==> src/rtl/rbsa_pkg.sv <==
// ----------------------------------------------------------------------------
// rbsa_pkg
// Shared types and constants of the rounded box shadow alpha block.
// ----------------------------------------------------------------------------
package rbsa_pkg;

    // configuration registers, fixed widths
    typedef struct packed {
        logic [12:0] frame_width;
        logic [12:0] frame_height;
        logic [7:0]  margin;
        logic [7:0]  corner_radius;
        logic [15:0] falloff_scale;
    } rbsa_cfg_t;

    typedef enum logic [2:0] {
        REG_FRAME_WIDTH   = 3'd0,
        REG_FRAME_HEIGHT  = 3'd1,
        REG_MARGIN        = 3'd2,
        REG_CORNER_RADIUS = 3'd3,
        REG_FALLOFF_SCALE = 3'd4
    } rbsa_reg_t;

    localparam logic [12:0] FRAME_WIDTH_RST   = 13'd1;
    localparam logic [12:0] FRAME_HEIGHT_RST  = 13'd1;
    localparam logic [7:0]  MARGIN_RST        = 8'd14;
    localparam logic [7:0]  CORNER_RADIUS_RST = 8'd8;
    localparam logic [15:0] FALLOFF_SCALE_RST = 16'd963;

    localparam int PIX_W   = 12;
    localparam int ALPHA_W = 6;
    // distances at or above 2^D_W half pixels always give zero alpha
    // unless the falloff scale is zero
    localparam int D_W     = 10;
    localparam int E_W     = 2 * D_W + 16;
    localparam int N_THR   = 40;

    // floor(ln(40/a) * 2^18), a = 1..40
    localparam logic [19:0] EXP_THRESH [N_THR] = '{
        20'd967017, 20'd785313, 20'd679022, 20'd603608, 20'd545113, 20'd497318,
        20'd456908, 20'd421904, 20'd391028, 20'd363408, 20'd338423, 20'd315614,
        20'd294631, 20'd275204, 20'd257118, 20'd240200, 20'd224307, 20'd209324,
        20'd195150, 20'd181704, 20'd168914, 20'd156719, 20'd145066, 20'd133909,
        20'd123208, 20'd112927, 20'd103033, 20'd93500,  20'd84301,  20'd75414,
        20'd66818,  20'd58495,  20'd50429,  20'd42603,  20'd35004,  20'd27619,
        20'd20437,  20'd13446,  20'd6636,   20'd0
    };

endpackage

==> src/rtl/rbsa_geom.sv <==
// ----------------------------------------------------------------------------
// rbsa_geom
// Box geometry: per-axis excess, squares and their sum (three stages).
// ----------------------------------------------------------------------------
module rbsa_geom #(
    parameter int MAX_DIM = 4096,
    parameter int EW      = 13,
    parameter int GW      = 16,
    parameter int PW      = 15,
    parameter int SW      = 31
) (
    input  logic                      aclk,
    input  logic                      aresetn,
    input  logic                      en,
    input  logic                      in_valid,
    input  logic [rbsa_pkg::PIX_W-1:0] pixel_x,
    input  logic [rbsa_pkg::PIX_W-1:0] pixel_y,
    input  rbsa_pkg::rbsa_cfg_t       cfg,
    output logic                      out_valid,
    output logic [SW-1:0]             out_sum,
    output logic signed [GW-1:0]      out_inner
);
    import rbsa_pkg::*;

    logic                 v1_reg, v2_reg, v3_reg;
    logic signed [GW-1:0] qx_reg, qy_reg, qx_next, qy_next;
    logic [2*PW-1:0]      sqx_reg, sqy_reg;
    logic signed [GW-1:0] inner2_reg, inner2_next, inner3_reg;
    logic [SW-1:0]        sum_reg;
    logic [PW-1:0]        px, py;
    logic [EW-1:0]        w_sat, h_sat;

    function automatic logic signed [GW-1:0] axis_excess(
        input logic [PIX_W-1:0] p,
        input logic [EW-1:0]    size,
        input logic [7:0]       m,
        input logic [7:0]       r
    );
        logic signed [GW-1:0] a;
        logic signed [GW-1:0] span;
        a    = signed'(GW'({p, 1'b1})) - signed'(GW'(size));
        if (a < 0) begin
            a = -a;
        end
        span = signed'(GW'(size)) - signed'(GW'({m, 1'b0})) - signed'(GW'({r, 1'b0}));
        return a - span;
    endfunction

    always_comb begin
        w_sat = (32'(cfg.frame_width) > MAX_DIM) ? EW'(MAX_DIM) : EW'(cfg.frame_width);
        h_sat = (32'(cfg.frame_height) > MAX_DIM) ? EW'(MAX_DIM) : EW'(cfg.frame_height);
        qx_next = axis_excess(pixel_x, w_sat, cfg.margin, cfg.corner_radius);
        qy_next = axis_excess(pixel_y, h_sat, cfg.margin, cfg.corner_radius);
        px = (qx_reg > 0) ? qx_reg[PW-1:0] : '0;
        py = (qy_reg > 0) ? qy_reg[PW-1:0] : '0;
        inner2_next = (qx_reg > qy_reg) ? qx_reg : qy_reg;
        if (inner2_next > 0) begin
            inner2_next = '0;
        end
    end

    always_ff @(posedge aclk) begin
        if (!aresetn) begin
            v1_reg <= 1'b0;
            v2_reg <= 1'b0;
            v3_reg <= 1'b0;
        end else if (en) begin
            v1_reg <= in_valid;
            v2_reg <= v1_reg;
            v3_reg <= v2_reg;
        end
    end

    always_ff @(posedge aclk) begin
        if (en) begin
            qx_reg     <= qx_next;
            qy_reg     <= qy_next;
            sqx_reg    <= px * px;
            sqy_reg    <= py * py;
            inner2_reg <= inner2_next;
            sum_reg    <= SW'(sqx_reg) + SW'(sqy_reg);
            inner3_reg <= inner2_reg;
        end
    end

    assign out_valid = v3_reg;
    assign out_sum   = sum_reg;
    assign out_inner = inner3_reg;

endmodule

==> src/rtl/rbsa_isqrt.sv <==
// ----------------------------------------------------------------------------
// rbsa_isqrt
// Pipelined integer square root, two result bits per stage, with a side tag.
// ----------------------------------------------------------------------------
module rbsa_isqrt #(
    parameter int SW = 31,
    parameter int RW = 16,
    parameter int TW = 16
) (
    input  logic          aclk,
    input  logic          aresetn,
    input  logic          en,
    input  logic          in_valid,
    input  logic [SW-1:0] in_value,
    input  logic [TW-1:0] in_tag,
    output logic          out_valid,
    output logic [RW-1:0] out_root,
    output logic [TW-1:0] out_tag
);

    localparam int NST   = (RW + 1) / 2;
    localparam int NSTEP = 2 * NST;
    localparam int REMW  = NSTEP + 3;
    localparam int VW    = 2 * NSTEP;

    typedef struct packed {
        logic [REMW-1:0]  rem;
        logic [NSTEP-1:0] root;
        logic [VW-1:0]    val;
    } sq_t;

    function automatic sq_t sq_step(input sq_t s);
        sq_t             o;
        logic [REMW-1:0] cur;
        logic [REMW-1:0] trial;
        cur   = {s.rem[REMW-3:0], s.val[VW-1:VW-2]};
        trial = {1'b0, s.root, 2'b01};
        if (cur >= trial) begin
            o.rem  = cur - trial;
            o.root = {s.root[NSTEP-2:0], 1'b1};
        end else begin
            o.rem  = cur;
            o.root = {s.root[NSTEP-2:0], 1'b0};
        end
        o.val = {s.val[VW-3:0], 2'b00};
        return o;
    endfunction

    sq_t             st_reg  [NST];
    logic [TW-1:0]   tag_reg [NST];
    logic [NST-1:0]  v_reg;

    for (genvar g = 0; g < NST; g++) begin : g_stage
        sq_t           stage_in;
        sq_t           stage_next;
        logic [TW-1:0] tag_in;
        logic          v_in;
        if (g == 0) begin : g_first
            always_comb begin
                stage_in.rem  = '0;
                stage_in.root = '0;
                stage_in.val  = VW'(in_value);
                tag_in        = in_tag;
                v_in          = in_valid;
            end
        end else begin : g_rest
            always_comb begin
                stage_in = st_reg[g-1];
                tag_in   = tag_reg[g-1];
                v_in     = v_reg[g-1];
            end
        end
        always_comb begin
            stage_next = sq_step(sq_step(stage_in));
        end
        always_ff @(posedge aclk) begin
            if (!aresetn) begin
                v_reg[g] <= 1'b0;
            end else if (en) begin
                v_reg[g] <= v_in;
            end
        end
        always_ff @(posedge aclk) begin
            if (en) begin
                st_reg[g]  <= stage_next;
                tag_reg[g] <= tag_in;
            end
        end
    end

    assign out_valid = v_reg[NST-1];
    assign out_root  = st_reg[NST-1].root[RW-1:0];
    assign out_tag   = tag_reg[NST-1];

endmodule

==> src/rtl/rbsa_alpha.sv <==
// ----------------------------------------------------------------------------
// rbsa_alpha
// Signed distance, Gaussian exponent and table lookup to the alpha word.
// ----------------------------------------------------------------------------
module rbsa_alpha #(
    parameter int RW = 16,
    parameter int GW = 16
) (
    input  logic                          aclk,
    input  logic                          aresetn,
    input  logic                          en,
    input  logic                          in_valid,
    input  logic [RW-1:0]                 root,
    input  logic signed [GW-1:0]          inner,
    input  rbsa_pkg::rbsa_cfg_t           cfg,
    output logic                          out_valid,
    output logic [rbsa_pkg::ALPHA_W-1:0]  out_alpha
);
    import rbsa_pkg::*;

    localparam int DW = ((RW > GW) ? RW : GW) + 2;

    logic signed [DW-1:0] d_next;
    logic                 v1_reg, v2_reg, v3_reg, v4_reg, v5_reg;
    logic                 neg1_reg, big1_reg, neg2_reg, big2_reg;
    logic [D_W-1:0]       d1_reg;
    logic [2*D_W-1:0]     dsq2_reg;
    logic [E_W-1:0]       e3_reg;
    logic                 zero3_reg, all3_reg;
    logic [N_THR-1:0]     hit4_reg, hit4_next;
    logic [ALPHA_W-1:0]   alpha5_reg;

    always_comb begin
        d_next = signed'(DW'(root)) + DW'(inner) - signed'(DW'({cfg.corner_radius, 1'b0}));
        for (int a = 0; a < N_THR; a++) begin
            hit4_next[a] = !zero3_reg && (all3_reg || (e3_reg <= E_W'(EXP_THRESH[a])));
        end
    end

    always_ff @(posedge aclk) begin
        if (!aresetn) begin
            v1_reg <= 1'b0;
            v2_reg <= 1'b0;
            v3_reg <= 1'b0;
            v4_reg <= 1'b0;
            v5_reg <= 1'b0;
        end else if (en) begin
            v1_reg <= in_valid;
            v2_reg <= v1_reg;
            v3_reg <= v2_reg;
            v4_reg <= v3_reg;
            v5_reg <= v4_reg;
        end
    end

    always_ff @(posedge aclk) begin
        if (en) begin
            neg1_reg   <= d_next[DW-1];
            big1_reg   <= !d_next[DW-1] && (|d_next[DW-2:D_W]);
            d1_reg     <= d_next[D_W-1:0];
            dsq2_reg   <= d1_reg * d1_reg;
            neg2_reg   <= neg1_reg;
            big2_reg   <= big1_reg;
            e3_reg     <= dsq2_reg * cfg.falloff_scale;
            zero3_reg  <= neg2_reg || (big2_reg && (cfg.falloff_scale != '0));
            all3_reg   <= big2_reg && (cfg.falloff_scale == '0);
            hit4_reg   <= hit4_next;
            alpha5_reg <= ALPHA_W'($countones(hit4_reg));
        end
    end

    assign out_valid = v5_reg;
    assign out_alpha = alpha5_reg;

endmodule

==> src/rtl/rounded_box_shadow_alpha.sv <==
// ----------------------------------------------------------------------------
// rounded_box_shadow_alpha
// Drop-shadow alpha of one pixel around a rounded rectangle, fully pipelined.
// ----------------------------------------------------------------------------
//  channel  | ports                               | word
//  ---------+-------------------------------------+---------------------------
//  input    | s_valid s_ready s_pixel_x s_pixel_y | one pixel coordinate
//  result   | m_valid m_ready m_shadow_alpha      | alpha 0..40
//  config   | psel penable pwrite paddr pwdata    | five registers, 4*i
//
//  The pipe runs through the geometry, square root and alpha sections; the square
//  root stages, two root bits each, are its longest part. One word per cycle
//  sustained while the output is not stalled. The whole pipe advances when the
//  output register is empty or taken, so a stall freezes every stage in place;
//  valid bits ride along with the data. Reset (aresetn low, synchronous) clears
//  the valid bits and loads the register defaults.
// ----------------------------------------------------------------------------
module rounded_box_shadow_alpha #(
    parameter int MAX_DIM = 4096
) (
    input  logic                          aclk,
    input  logic                          aresetn,
    input  logic                          s_valid,
    output logic                          s_ready,
    input  logic [rbsa_pkg::PIX_W-1:0]    s_pixel_x,
    input  logic [rbsa_pkg::PIX_W-1:0]    s_pixel_y,
    output logic                          m_valid,
    input  logic                          m_ready,
    output logic [rbsa_pkg::ALPHA_W-1:0]  m_shadow_alpha,
    input  logic                          psel,
    input  logic                          penable,
    input  logic                          pwrite,
    input  logic [4:0]                    paddr,
    input  logic [31:0]                   pwdata,
    output logic [31:0]                   prdata,
    output logic                          pready
);
    import rbsa_pkg::*;

    // clamped frame size width, then half-pixel geometry widths
    localparam int CW = $clog2(MAX_DIM + 1);
    localparam int EW = (CW > 13) ? CW : 13;
    localparam int GW = EW + 3;
    localparam int PW = GW - 1;
    localparam int SW = 2 * PW + 1;
    localparam int RW = PW + 1;

    rbsa_cfg_t     cfg_reg;
    rbsa_reg_t     reg_idx;
    logic          wr_en;
    logic          en;

    logic          g_valid;
    logic [SW-1:0] g_sum;
    logic signed [GW-1:0] g_inner;
    logic          r_valid;
    logic [RW-1:0] r_root;
    logic [GW-1:0] r_tag;

    // register file
    assign pready  = 1'b1;
    assign reg_idx = rbsa_reg_t'(paddr[4:2]);
    assign wr_en   = psel && penable && pwrite && pready;

    always_ff @(posedge aclk) begin
        if (!aresetn) begin
            cfg_reg.frame_width   <= FRAME_WIDTH_RST;
            cfg_reg.frame_height  <= FRAME_HEIGHT_RST;
            cfg_reg.margin        <= MARGIN_RST;
            cfg_reg.corner_radius <= CORNER_RADIUS_RST;
            cfg_reg.falloff_scale <= FALLOFF_SCALE_RST;
        end else if (wr_en) begin
            case (reg_idx)
                REG_FRAME_WIDTH:   cfg_reg.frame_width   <= pwdata[12:0];
                REG_FRAME_HEIGHT:  cfg_reg.frame_height  <= pwdata[12:0];
                REG_MARGIN:        cfg_reg.margin        <= pwdata[7:0];
                REG_CORNER_RADIUS: cfg_reg.corner_radius <= pwdata[7:0];
                REG_FALLOFF_SCALE: cfg_reg.falloff_scale <= pwdata[15:0];
                default: ;  // unmapped offsets are ignored
            endcase
        end
    end

    always_comb begin
        case (reg_idx)
            REG_FRAME_WIDTH:   prdata = 32'(cfg_reg.frame_width);
            REG_FRAME_HEIGHT:  prdata = 32'(cfg_reg.frame_height);
            REG_MARGIN:        prdata = 32'(cfg_reg.margin);
            REG_CORNER_RADIUS: prdata = 32'(cfg_reg.corner_radius);
            REG_FALLOFF_SCALE: prdata = 32'(cfg_reg.falloff_scale);
            default:           prdata = '0;
        endcase
    end

    // global pipe advance: output register free or being drained
    assign en      = !m_valid || m_ready;
    assign s_ready = en;

    // excess per axis, squares, sum of squares
    rbsa_geom #(
        .MAX_DIM (MAX_DIM),
        .EW      (EW),
        .GW      (GW),
        .PW      (PW),
        .SW      (SW)
    ) u_geom (
        .aclk      (aclk),
        .aresetn   (aresetn),
        .en        (en),
        .in_valid  (s_valid),
        .pixel_x   (s_pixel_x),
        .pixel_y   (s_pixel_y),
        .cfg       (cfg_reg),
        .out_valid (g_valid),
        .out_sum   (g_sum),
        .out_inner (g_inner)
    );

    // root of the outside distance; inside term travels as the tag
    rbsa_isqrt #(
        .SW (SW),
        .RW (RW),
        .TW (GW)
    ) u_isqrt (
        .aclk      (aclk),
        .aresetn   (aresetn),
        .en        (en),
        .in_valid  (g_valid),
        .in_value  (g_sum),
        .in_tag    (g_inner),
        .out_valid (r_valid),
        .out_root  (r_root),
        .out_tag   (r_tag)
    );

    // distance, exponent, threshold count; last stage is the output register
    rbsa_alpha #(
        .RW (RW),
        .GW (GW)
    ) u_alpha (
        .aclk      (aclk),
        .aresetn   (aresetn),
        .en        (en),
        .in_valid  (r_valid),
        .root      (r_root),
        .inner     (signed'(r_tag)),
        .cfg       (cfg_reg),
        .out_valid (m_valid),
        .out_alpha (m_shadow_alpha)
    );

endmodule

==> config.mk <==
export PLATFORM = sky130hd
export DESIGN_NAME = rounded_box_shadow_alpha
export DESIGN_NICKNAME = d
export VERILOG_FILES = /design/src/rtl/rbsa_pkg.sv /design/src/rtl/rbsa_geom.sv /design/src/rtl/rbsa_isqrt.sv /design/src/rtl/rbsa_alpha.sv /design/src/rtl/rounded_box_shadow_alpha.sv
export SDC_FILE = /design/constraint.sdc
export NUM_CORES = 2
export LEC_CHECK = 0
export BUFFER_PORTS_ARGS = -buffer_cell sky130_fd_sc_hd__buf_2
export CAP_MARGIN = 25
export CORE_ASPECT_RATIO = 0.7
export CORE_UTILIZATION = 45
export CTS_BUF_LIST = sky130_fd_sc_hd__clkbuf_8
export CTS_CLUSTER_SIZE = 10
export DETAILED_ROUTE_END_ITERATION = 7
export GPL_TIMING_DRIVEN = 0
export PLACE_DENSITY = 0.63
export SLEW_MARGIN = 20
export SYNTH_ARGS = -nofsm -noshare
export SYNTH_HDL_FRONTEND = slang
export SYNTH_HIERARCHICAL = 1
export SYNTH_SLANG_ARGS = --single-unit
==> constraint.sdc <==
create_clock -name aclk -period 62.1 [get_ports aclk]
set_input_delay 12.42 -clock aclk [delete_from_list [all_inputs] [get_ports aclk]]
set_output_delay 12.42 -clock aclk [all_outputs]
set_load 0.01 [all_outputs]
Word level (Yosys, flattened, before mapping)
Memory sizes are Yosys's and may differ from the RTL's.
Cells that the tools add are included.

operators by class
  add/sub/neg operators = 68
  multipliers = 4
  order comparisons = 64
  eq/ne operators = 4
  muxes and demuxes = 26
  reduce and logical (&&, ||, !) cells = 99

operators by type and width
  kind                    count
  $le A36 B18 Y1 const B  10
  $le A36 B19 Y1 const B  9
  $ge A19 B18 Y1          15
  $mux W35                8
  $mux W33                8
  $le A36 B17 Y1 const B  7
  $le A36 B20 Y1 const B  5
  $sub A19 B18 Y19        8
  $le A36 B16 Y1 const B  4
  $sub A17 B17 Y17        7
  $add A6 B6 Y6           19
  $pmux W16 S5            1
  $le A36 B15 Y1 const B  2
  $mul A15 B15 Y30        2
  $gt A16 B1 Y1 const B   3
  $mux W16                3
  $logic_and A1 B1 Y1     45
  $logic_or A1 B1 Y1      42
  $add A1 B1 Y2           20
  $le A36 B1 Y1 const B   1
  $le A36 B13 Y1 const B  1
  $le A36 B14 Y1 const B  1
  $mul A20 B16 Y36        1
  $neg A14 Y16            2
  25 further kinds        41

storage, ports and cells
  register bits = 347
  memory bits (writable) = 632
  input port bits = 68
  output and inout bits = 41
  memories kept = 2

memory list
  memory           depth  bits a word  read ports  clocked after Yosys merged registers in  write ports  RTL line          text
  u_isqrt.st_reg   8      63           8           0                                        8            rbsa_isqrt.sv:49  sq_t st_reg [NST];
  u_isqrt.tag_reg  8      16           8           0                                        8            rbsa_isqrt.sv:50  logic [TW-1:0] tag_reg [NST];

Logic depth before layout (Yosys ltp)
  word-level depth = 6
  depth in mapped cells = 30
  depth with buffers taken out = 28

Modules after synthesis
The synthesis kept the hierarchy.

modules (own cells, without submodules)
  module                    instances  cells each  area each (µm²)  sequential area each (µm²)
  rbsa_geom                 1          2401        23113.4          4654.5
  rbsa_isqrt                1          1934        22709.3          12742.2
  rbsa_alpha                1          2466        21902.3          3613.5
  rounded_box_shadow_alpha  1          305         2875.3           1161.1

Worst setup path before layout
Ideal clock, no wire load.

  kind = input port to output port
  start point = in m_ready
  end point = out s_ready
  arrival time = 29017 ps
  data required time = 49680 ps
  slack = 20663 ps
  stages on the path = 1
  path buffers = 0
  cell sequence = nand2b_1

on the way
  cells in the longest elaborated chain, start to end = 1

RTL lines
  item                RTL line                        text
  from (decl)         rounded_box_shadow_alpha.sv:28  input logic m_ready,
  $logic_or A1 B1 Y1  rounded_box_shadow_alpha.sv:96  assign en = !m_valid || m_ready;
  to (decl)           rounded_box_shadow_alpha.sv:24  output logic s_ready,

Every way passes these cells.

Worst setup path after layout
Ends and elaborated chain as after synthesis.

==> results.md <==
* Max-cap violations at 0
* # Post-CTS Setup Buffers at 0
* Worst Path Class, Setup: input pin to output port
* CP peak stage delay at 0.46 ns
* Worst path bufs/invs at 6
* H-Tree Depth at 4
* Global-route usage over all layers at 0.2453
* Setup repair after global routing missed its margin: no
* Worst Max-Slew Pin Slew at 1.125 ns
* First-pass GRT wire length at 299.1 mm
* Top_reg_cell synth: edfxtp_1
* Max Clock Freq at 37.08 MHz
* Hold-fix buffers at CTS at 0
* CTS tree: done
* Die footprint at 158500 um^2
* Slew headroom at 0.2470
* DP Wirelength at 154.6 mm
* Congestion Overflow GR at 0
* Post-synth EDFFs at 689
* Initial antenna violation count at 10
* Most common cell after layout, fill and taps aside: inv_1
* Reg2reg end: u_geom/sqx_reg[29]$_DFFE_PP_
* Peak fanout along the critical path at 57
* Seq. cell area at 22170 um^2
* Hold Path Class: flop to flop
* Final Cycle Share at 0.4343
* WL/cell at 20.30 um
* Mean Syn Cell Area at 9.935 um^2
* Nature of the critical path endpoint: output port
* Share of cells above drive strength 1 at 0.05893
* Ys Warns at 6
* Slew Viols, Final at 0
* Netlist cell types at 114
* # IOs at 109
* # DRC at 0
* Area occupied by multi-input gates at 43160 um^2
* First DRT Iteration DRCs at 4668
* Pre-antenna DRT Iters at 8
* CP top delay family: buffers and inverters
* Hold Crit Depth at 0
* Hold Path End: u_isqrt/tag_reg[1][0]$_DFFE_PP_
* Crit path depth at 7
* Sequential fraction of the synthesis area at 0.3140
* R2r setup slk at 52.47 ns
* Detailed-route via count at 52.71k
* Worst Path Arrival at 14.55 ns
* Hold Vio Cnt, Final at 0
* Clock Latency Late Sink at 0.88 ns
* Setup TNS at 0 ns
* Max reg flops at 291
* Slowest cell on the critical path: nand2b_4
* PortBufs at 72
* Placer Congestion at 0.9914
* Hold_sp: u_isqrt/tag_reg[0][48]$_DFFE_PP_
* # setup viols final at 0
* Post-Syn Instances at 7106
* Die Height at 333.4 um
* Die W at 475.4 um
* Setup Skew at 0.05516 ns
* Post-synth ARST share at 0
* Num CTS Buffers at 131
* CTS clk-pin slew, worst paths at 0.06 ns
* Area Growth Syn to Fin at 8.581%
* Layout fillers at 14.45k
* # nets final at 8679
* Most frequent cells in the layout: inv_1, edfxtp_1, nand2_1, ha_1, fa_1
* Yosys reg bits at 763
* CP Cell Sequence: buf_2 > nand2b_4 > buf_16 > buf_16 > buf_16 > buf_16 > buf_2
* Post-CTS sizing at 0
* Core outline area at 155600 um^2
* CP Launch Type: input pin
* Rows at 121
* CP Data Required Time at 49.68 ns
* Critical R2R Launch: u_geom/qx_reg[6]$_DFFE_PP_
* Status: finished clean
* Vias in the first global route at 51.28k
* Initial core utilization at 0.4536
* CTS root buf: clkbuf_8
* Vias per cell at 5.523
* Post-Route WL at 193.7 mm
* Final min period at 26.97 ns
* ANT nets after route at 0
* Reg2reg path depth at 26
* Clk sink count at 763
* Largest net degree at the start of global routing at 61
* Netlist Area Pre-Place at 70600 um^2
* CP most frequent cell: buf_16
* Bufs on Longest Clock Path at 3
[synthesized netlist by cell type, drive strengths merged, types with 65 or more instances]
cell,n,share of area
edfxtp,689,0.29
nand3,96,0.0069
and2,240,0.021
clkbuf,204,0.011
o21ai,227,0.016
ha,638,0.11
xor2,119,0.015
nor2b,121,0.011
xnor2,242,0.030
dfxtp,74,0.021
nor2,342,0.018
nand2,641,0.034
fa,626,0.18
and3,73,0.0065
nor4,74,0.0075
nand2b,65,0.0058
mux2i,114,0.016
a21oi,327,0.024
inv,1129,0.060
nor3,151,0.011
a21o,124,0.013
[cell families after synthesis]
family | share of synthesized area
buf+inv | 0.07594
other cells | 0.0003190
simple gates | 0.1442
flops | 0.3140
xor+xnor | 0.04510
fa+ha+maj | 0.2906
compound gates | 0.1078
mux | 0.02206
[per-layer routing]
metal / up-vias / routed length, um / share of wire / global-route usage
met5: - / 69 / 0.00036 / 0
met4: 10 / 3856 / 0.020 / 0.05708
met3: 280 / 19350 / 0.10 / 0.06915
met2: 2068 / 75490 / 0.39 / 0.3270
met1: 25790 / 94930 / 0.49 / 0.3845
li1: 24560 / - / - / -
[through the flow]
| stage | hold slack, ns | std cells | area [um^2] | utilization | setup slack [ns] |
|---|---|---|---|---|---|
| finish | 0.3947 | 9543 | 76660 | 0.4926 | 35.13 |
| global route | 0.3929 | 9542 | 76660 | 0.4925 | 34.97 |
| CTS | 0.3835 | 9541 | 76650 | 0.4925 | 35.08 |
| detailed placement | 0.4045 | 9305 | 74020 | 0.4756 | 35.09 |
| global placement | 0.4000 | 9292 | 73660 | 0.4733 | 11.61 |
| floorplan | 0.4003 | 7129 | 70690 | - | 20.66 |
[worst max path at each step]
stage / to / startpoint / slack [ns]
after CTS: s_ready / m_ready / 35.08
after global placement: s_ready / m_ready / 11.61
after floorplan: s_ready / m_ready / 20.66
after detailed placement: s_ready / m_ready / 35.09
after global routing: s_ready / m_ready / 34.97
final: s_ready / m_ready / 35.13
[area by class of cell]
| type | instances | share of cell area |
|---|---|---|
| repair buffers | 85 | 0.009271 |
| inverters | 1136 | 0.05564 |
| multi-input cells | 4972 | 0.5630 |
| plain buffers | 258 | 0.01430 |
| flip-flops and latches | 763 | 0.2892 |
| diodes | 2 | 0.00006529 |
| clock buffers | 131 | 0.02352 |
| clock inverters | 105 | 0.01082 |
| well taps | 2091 | 0.03413 |
Power is not shown: default switching activity piles up to over one toggle a cycle in this logic, so the estimate is an artifact.
